File: src/rtl/gae_pkg.sv
`default_nettype none
package gae_pkg;
  localparam int FRAC_BITS_DEF = 16;
  localparam int TOTAL_WIDTH_DEF = 48;

  typedef enum logic [1:0] {
    KIND_NONE  = 2'd0,
    KIND_DONE  = 2'd1,
    KIND_TRUNC = 2'd2,
    KIND_SPARE = 2'd3
  } kind_t;

  typedef enum logic [1:0] {
    REG_DISCOUNT = 2'd0,
    REG_DECAY    = 2'd1,
    REG_RECIP    = 2'd2,
    REG_CLIP     = 2'd3
  } reg_idx_t;

  typedef enum logic [2:0] {
    ST_IDLE,
    ST_MUL,
    ST_ACC,
    ST_DIV,
    ST_OUT
  } state_t;

  typedef struct packed {
    logic load;
    logic mul;
    logic acc;
    logic div_start;
    logic div_step;
    logic out_load;
  } cmd_t;

  typedef struct packed {
    logic last;
    logic div_done;
  } stat_t;
endpackage
`default_nettype wire

File: src/rtl/gae_ctrl.sv
`default_nettype none
module gae_ctrl (
  input  wire             clk,
  input  wire             rst_n,
  input  wire             in_fire,
  input  wire             out_free,
  input  gae_pkg::stat_t  stat,
  output logic            busy,
  output gae_pkg::cmd_t   cmd
);
  gae_pkg::state_t state_r, state_nxt;

  always_ff @(posedge clk) begin
    if (!rst_n) state_r <= gae_pkg::ST_IDLE;
    else state_r <= state_nxt;
  end

  always_comb begin
    state_nxt = state_r;
    unique case (state_r)
      gae_pkg::ST_IDLE: if (in_fire) state_nxt = gae_pkg::ST_MUL;
      gae_pkg::ST_MUL:  state_nxt = gae_pkg::ST_ACC;
      gae_pkg::ST_ACC:  state_nxt = stat.last ? gae_pkg::ST_DIV : gae_pkg::ST_OUT;
      gae_pkg::ST_DIV:  if (stat.div_done) state_nxt = gae_pkg::ST_OUT;
      gae_pkg::ST_OUT:  if (out_free) state_nxt = gae_pkg::ST_IDLE;
      default:          state_nxt = gae_pkg::ST_IDLE;
    endcase
  end

  always_comb begin
    cmd = '0;
    busy = 1'b1;
    unique case (state_r)
      gae_pkg::ST_IDLE: begin
        busy = 1'b0;
        cmd.load = in_fire;
      end
      gae_pkg::ST_MUL: cmd.mul = 1'b1;
      gae_pkg::ST_ACC: begin
        cmd.acc = 1'b1;
        cmd.div_start = stat.last;
      end
      gae_pkg::ST_DIV: cmd.div_step = 1'b1;
      gae_pkg::ST_OUT: cmd.out_load = out_free;
      default: ;
    endcase
  end

  a_one_load: assert property (@(posedge clk) disable iff (!rst_n)
    cmd.load |=> !cmd.load) else $error("load repeated");
  a_out_after: assert property (@(posedge clk) disable iff (!rst_n)
    cmd.out_load |=> !busy) else $error("not idle after output");
  a_div_only_last: assert property (@(posedge clk) disable iff (!rst_n)
    cmd.div_start |-> stat.last) else $error("divide without last");
endmodule
`default_nettype wire

File: config.mk
export PLATFORM = sky130hd
export DESIGN_NAME = gae_ctrl
export DESIGN_NICKNAME = d
export VERILOG_FILES = /design/src/rtl/gae_pkg.sv /design/src/rtl/gae_ctrl.sv
export SDC_FILE = /design/constraint.sdc
export NUM_CORES = 1
export LEC_CHECK = 0
export BUFFER_PORTS_ARGS = -buffer_cell sky130_fd_sc_hd__buf_2
export CAP_MARGIN = 20
export CORE_AREA = 5 5 42 44
export CTS_CLUSTER_DIAMETER = 80
export DETAILED_ROUTE_END_ITERATION = 8
export DIE_AREA = 0 0 47 49
export GPL_ROUTABILITY_DRIVEN = 1
export PLACE_DENSITY = 0.38
export RECOVER_POWER = 100
export SYNTH_ARGS = -nofsm -noshare
export SYNTH_HDL_FRONTEND = slang
export SYNTH_SLANG_ARGS = --single-unit
File: constraint.sdc
create_clock -name clk -period 2.53 [get_ports clk]
set_input_delay 0.253 -clock clk [delete_from_list [all_inputs] [get_ports clk]]
set_output_delay 0.253 -clock clk [all_outputs]
set_load 0.02 [all_outputs]
Word-level counts from Yosys, hierarchy flattened --
Cells that the tools add are included.
Storage, ports and cells: flip-flop bits (word level) 3, word-level logic and storage cells 21, output and inout bits 7, bits of input ports 6
Cells by class: reduce and logical (&&, ||, !) cells 2, eq/ne operators 7, muxes and demuxes 11
Operators with widths (number):
- 3-bit case mux with 5 select lines | 1
- 3-bit two-way mux | 4
- 3-bit by 2-bit equality test with 1-bit output, second input constant | 2
- 2-bit != test, second input constant | 3
- 1-bit two-way mux | 5
- 3-bit by 1-bit equality test with 1-bit output, second input constant | 1
- 3-bit equality test, second input constant | 1
- 3-bit logical NOT | 1
- 3-bit AND reduction | 1
- 2-bit two-way mux | 1

Logic depth before layout (Yosys ltp) --
Gate-level depths: netlist (run 1).
word-level depth 3, depth in mapped cells 4

Least setup slack after synthesis (run 1) --
OpenSTA, ideal clock, no wires.
path type flip-flop to output port, start point register state_r[1], end point output port cmd[2] (netlist bit), stages on the path, launching flop included 4, data required time 2.277 ns, data arrival time 1.318 ns, slack 0.959 ns, path through dfxtp_1 > buf_6 > nor3b_1 > and2_1
RTL lines:
- start: declaration | line gae_ctrl.sv:11 | gae_pkg::state_t state_r, state_nxt;
- start signal: assignment | line gae_ctrl.sv:14 | if (!rst_n) state_r <= gae_pkg::ST_IDLE;
- start signal: assignment | line gae_ctrl.sv:15 | else state_r <= state_nxt;
- end: declaration | line gae_ctrl.sv:9 | output gae_pkg::cmd_t cmd

==> flow_summary.json, run 1 <==
{
  "outcome": "finished, final reports clean",
  "regToRegStartpoint": "state_r[1]$_SDFFE_PN0P_",
  "htreeDepth": 1,
  "cts_buffer_depth": 2,
  "ir_drop_v": 0.000261,
  "grtUsageTotal": 0.0577,
  "vias": 239,
  "top_regs": "state_r x3",
  "synth_warnings": 0,
  "area_delta_synth_final_pct": 38.2,
  "async_flop_share": 0,
  "critPathKind": "reg2out",
  "antenna_found_initial": 0,
  "crit_path_end_kind": "primary output",
  "gp_congestion": 0.671,
  "hold_viol": 0,
  "final_common_cell": "clkbuf_1",
  "final_cell_mix": "7 x clkbuf_1, 6 x buf_2, 3 x nor2_1, 3 x clkbuf_4, 3 x dfxtp_1",
  "start_util": 0.154,
  "min_to": "state_r[2]$_SDFFE_PN0P_",
  "fin_util": 0.213,
  "ff2ff_path_depth": 3,
  "clk_latency_ps": 230,
  "r2r-end": "state_r[2]$_SDFFE_PN0P_",
  "synthDistinctLibCells": 17,
  "cts.sinks": 3,
  "ctsResizeCount": 0,
  "num_rows": 14,
  "hpwl_um": 462,
  "crit_slowest_cell": "or3_1",
  "netlist_area_um2": 216,
  "path_cells": "or3_1 > nor2_1 > clkbuf_1",
  "grt_pass1_wl_um": 952,
  "syn-num-nets": 33,
  "wl_per_cell_um": 10.1,
  "ff2ff_setup_slack_ps": 1380,
  "cp_max_fo": 9,
  "nets": 49,
  "p_leak_nw": 0.131,
  "startpoint_type": "flop",
  "worstHoldStart": "rst_n",
  "tightest_slew_ps": 259,
  "finish.instance_area_um2": 299,
  "fp.dieW_um": 47,
  "gr-total-overflow": 0,
  "core_area_mm2": 0.00140,
  "rsz0062_at_grt": "false",
  "synth_cells": 27,
  "dr.pass1.iters": 4,
  "whs_path_depth": 3,
  "place_area_um2": 285,
  "regMostFlops": "state_r",
  "diodes": 0,
  "worstPathArrival_ps": 1380,
  "slew_headroom": 0.828,
  "detail_route.vias_per_cell": 4.12,
  "drcViolationCount": 0,
  "grt_pass1_vias": 257,
  "ys_ff_latch": 3,
  "die_area_mm2": 0.00230,
  "min_path_type": "in2reg",
  "synth_ff_type": "dfxtp_1",
  "setup_viol": 0,
  "period_share": 0.646,
  "ant_nets": 0,
  "slowest_delay_ps": 440,
  "cts-root-buf": "clkbuf_4",
  "max_freq_mhz": 612,
  "maxCapViolCount": 0,
  "path_clk_slew_ps": 40,
  "largest_reg_flops": 3,
  "period_needed_ps": 1630,
  "cts_tree": "yes",
  "cp.required_ps": 2280,
  "fin_total_pwr_w": 0.000181,
  "cts-buffers-inserted": 3,
  "seq_area_frac_synth": 0.277,
  "drt-total-wl_um": 586,
  "slew_violations": 0,
  "synth_edf_count": 0,
  "hold_buffers": 0,
  "p_per_area_mw_per_mm2": 605,
  "boundaryPins": 13,
  "syn_area_per_cell_um2": 8.02,
  "first_iter_violations": 7,
  "finClkSkew_ps": 3.30,
  "numPortBuffers": 12,
  "tns_ps": 0,
  "drive_gt1_frac": 0.238,
  "fp.dieH_um": 49,
  "grt_max_degree": 10,
  "post_cts_buffers": 0
}
==> worst max-delay path by stage <==
stage	from	slack [ps]	depth (start not counted)	end
after floorplan	state_r[1]$_SDFFE_PN0P_	960	3	cmd[2]
after global placement	state_r[1]$_SDFFE_PN0P_	1260	3	cmd[5]
after detailed placement	state_r[1]$_SDFFE_PN0P_	1260	3	cmd[5]
after CTS	state_r[1]$_SDFFE_PN0P_	1000	3	cmd[5]
after global routing	state_r[1]$_SDFFE_PN0P_	840	3	cmd[5]
final	state_r[1]$_SDFFE_PN0P_	900	3	cmd[5]
==> kinds of logic after synthesis <==
kind of cell / share of synthesized area
buffers and inverters: 0.0867
AOI/OAI and AO/OA: 0.173
DFF: 0.277
and+or+nand+nor: 0.462
==> metrics by stage <==
step           instances  worst slack (ps)  hold WS, ps
2_1_floorplan         27               959          374
3_3_place_gp          54              1260          516
3_5_place_dp          54              1260          518
4_1_cts               58               999          268
5_1_grt               58               838          288
6_report              58               896          273
==> layer usage <==
metal  part of all wire  vias to the layer above  routed length (um)  GRT usage
li1                   -                      122                   -          -
met1               0.36                      111                 209     0.0548
met2               0.59                        6                 343     0.0950
met3              0.055                        0                  32     0.0111
met4                  0                        0                   0     0.0553
met5                  0                        -                   0          0
==> worst max-delay path: cells and delay by family, from the launching register on <==
family                 cells  cell delay [ps]
flip-flops                 1              360
buffers and inverters      1              240
AND/OR/NAND/NOR            2              540
==> cells in the mapped netlist, types with 2 or more instances <==
cell | count | area, um^2
inv_1 | 2 | 7.51
nor3b_1 | 2 | 15.0
a21oi_1 | 2 | 10.0
dfxtp_1 | 3 | 60.1
nor2_1 | 3 | 11.3
nand3b_1 | 2 | 15.0
nand2_1 | 2 | 7.51
nor2b_1 | 2 | 12.5
==> cell type report <==
class / instances / area (um^2)
well taps: 16 / 20.0
inverters: 2 / 7.51
multi-input cells: 21 / 133
repair buffers: 12 / 52.6
clock buffers: 4 / 26.3
flip-flops and latches: 3 / 60.1
fillers: 174 / 1100
==> power by group <==
part	switching [W]	internal, W
registers	0.00000533	0.0000506
logic	0.0000252	0.0000160
clock network	0.0000247	0.0000591
total	0.0000552	0.000126
Power figures use the tool's default switching activity.
==> inputs of run 2 (changes only) <==
ABC_AREA = 1   (was default)
PLACE_DENSITY = 0.4   (was 0.38)
clock period = 1.5 ns   (was 2.53 ns; I/O delays follow)
==> run 2 against run 1 <==
Final cell count is 19% higher. Register-to-register slack worse by 940 ps. Via count grew 11%. Total power grew to 3.7 times the previous value. Highest routed layer is now met4. Hold slack worse by 140 ps. Clock-buffer cell count stayed put.
==> flow_summary.json, run 2 <==
{
  "outcome": "finished, final reports clean",
  "grt_max_degree": 7,
  "met2WireLength_um": 252,
  "p_comb_frac": 0.548,
  "synth_area_leader_cell": "dfxtp_1",
  "hpwl_um": 485,
  "wl_per_cell_um": 7.83,
  "ff_latch_area_um2": 60.1,
  "path_clk_slew_ps": 30,
  "area_delta_synth_final_pct": 42.5,
  "min_to": "state_r[1]$_SDFFE_PN0P_",
  "gr-total-overflow": 0,
  "grt_pass1_wl_um": 924,
  "synth_edf_count": 0,
  "ys_top_cells_by_area": "dfxtp_1 27%, inv_1 13%, nand2_1 9.9%",
  "cts-buffers-inserted": 3,
  "fin_util": 0.230,
  "post_cts_buffers": 0,
  "ff2ff_path_depth": 6,
  "period_needed_ps": 1340,
  "gp_congestion": 0.696,
  "ir_drop_v": 0.000524,
  "numPortBuffers": 12,
  "max_freq_mhz": 746,
  "ff2ff_setup_slack_ps": 440,
  "nets": 60,
  "hold_viol": 0,
  "min_path_type": "in2reg",
  "fp.dieW_um": 47,
  "diodes": 0,
  "synth_warnings": 0,
  "wl_met1_um": 208,
  "htreeDepth": 1,
  "slew_headroom": 0.827,
  "yosysTopAreaCellShare": 0.265,
  "async_flop_share": 0,
  "worstPathArrival_ps": 1190,
  "boundaryPins": 13,
  "finish.instance_area_um2": 323,
  "start_util": 0.162,
  "rsz0062_at_grt": "false",
  "grtUsageTotal": 0.0584,
  "cts_tree": "yes",
  "seqPwrFrac": 0.241,
  "num-fill-cells": 179,
  "setup_viol": 0,
  "place_area_um2": 307,
  "cp.required_ps": 1350,
  "final_cell_mix": "8 x inv_1, 6 x nor2_1, 6 x nand2_1",
  "largest_reg_flops": 3,
  "core_area_mm2": 0.00140,
  "regMostFlops": "state_r",
  "grt_pass1_vias": 245,
  "die_area_mm2": 0.00230,
  "ant_nets": 0,
  "ctsResizeCount": 0,
  "hold_buffers": 0,
  "whs_path_depth": 3,
  "period_share": 0.894,
  "num_rows": 14,
  "pwr-share-clk": 0.212,
  "netlist_area_um2": 226,
  "met3_length_um": 63,
  "fp.dieH_um": 49,
  "finClkSkew_ps": 1.72,
  "detail_route.vias_per_cell": 3.84,
  "antenna_found_initial": 0,
  "tightest_slew_ps": 261,
  "vias": 265,
  "clk_latency_ps": 230,
  "critPathKind": "reg2out",
  "syn_area_per_cell_um2": 6.12,
  "maxCapViolCount": 0,
  "top_regs": "state_r x3",
  "switching_power_w": 0.000336,
  "ys_ff_latch": 3,
  "cts-root-buf": "clkbuf_4",
  "seq_area_frac_synth": 0.265,
  "final_common_cell": "inv_1",
  "cts.sinks": 3,
  "multiInputGateArea_um2": 128,
  "p_int_w": 0.000325,
  "crit_path_end_kind": "primary output",
  "drt-total-wl_um": 540,
  "slew_violations": 0,
  "netlist_top_cells_count": "8 x inv_1, 6 x nand2_1, 6 x nor2_1",
  "synth_ff_type": "dfxtp_1",
  "startpoint_type": "flop",
  "synth_most_common_cell": "inv_1",
  "tns_ps": 0,
  "dr.pass1.iters": 2,
  "p_leak_nw": 0.185,
  "switching_share": 0.508,
  "synthDistinctLibCells": 12,
  "drive_gt1_frac": 0.340,
  "p_per_area_mw_per_mm2": 2050,
  "synth_cells": 37,
  "routed.top_layer": "met4",
  "first_iter_violations": 9,
  "regToRegStartpoint": "state_r[1]$_SDFFE_PN0P_",
  "cts_buffer_depth": 2,
  "worstHoldStart": "rst_n",
  "worst_hold_slack_ps": 134,
  "cp_max_fo": 5,
  "drcViolationCount": 0,
  "r2r-end": "state_r[0]$_SDFFE_PN0P_",
  "syn-num-nets": 43
}
run 2: changes by cell type in the layout (fill, tap and decap cells not counted), sizes merged, moves of 5 or more:
| cell | change |
|---|---|
| nand3 | +6 |
| nand2 | +7 |
| inv | +7 |
| nor2 | +5 |
run 2: worst max path at each step:
stage / from / to / slack, ps / cells after the start
finish: state_r[1]$_SDFFE_PN0P_ / cmd[5] / 160 / 4
floorplan: state_r[2]$_SDFFE_PN0P_ / cmd[0] / 200 / 2
global route: state_r[1]$_SDFFE_PN0P_ / cmd[5] / 60 / 4
global placement: state_r[2]$_SDFFE_PN0P_ / cmd[0] / 410 / 3
CTS: state_r[1]$_SDFFE_PN0P_ / cmd[5] / 170 / 4
detailed placement: state_r[1]$_SDFFE_PN0P_ / cmd[5] / 420 / 4
run 2: through the flow:
stage | worst slack, ps | instances | power (W)
global route | 56.4 | 69 | 0.000732
detailed placement | 420 | 65 | 0.000546
finish | 159 | 69 | 0.000661
CTS | 168 | 69 | 0.000691
global placement | 410 | 65 | 0.000549
floorplan | 198 | 37 | 0.000438
run 2: area by class of cell:
cell class,count,area share
Multi-Input combinational cell,25,0.395
Sequential cell,3,0.186
Timing Repair Buffer,12,0.171
Inverter,9,0.105
Clock buffer,4,0.0814
Tap cell,16,0.0620
run 2: power groups by stage:
stage	Combinational (W)	Sequential, W	Clock [W]
3_3_place_gp	0.000388	0.000161	0
4_1_cts	0.000386	0.000159	0.000146
3_5_place_dp	0.000385	0.000161	0
6_report	0.000362	0.000159	0.000140
2_1_floorplan	0.000285	0.000153	0
5_1_grt	0.000414	0.000163	0.000155
run 2: kinds of logic after synthesis:
| family | after synthesis | synth area share |
|---|---|---|
| buf+inv | 9 | 0.149 |
| flops | 3 | 0.265 |
| simple gates | 24 | 0.564 |
| compound gates | 1 | 0.0221 |
run 2: critical path: stages (launching register included):
cell and delay, ps:
dfxtp_1 350, nor2_1 220, nand2_1 120, nor2_1 100
clkbuf_2 170
run 2: routing by layer:
layer  vias up  GRT usage
li1        144          -
met1       111     0.0548
met2         8     0.0860
met3         2     0.0406
met4         0     0.0415
met5         -          0
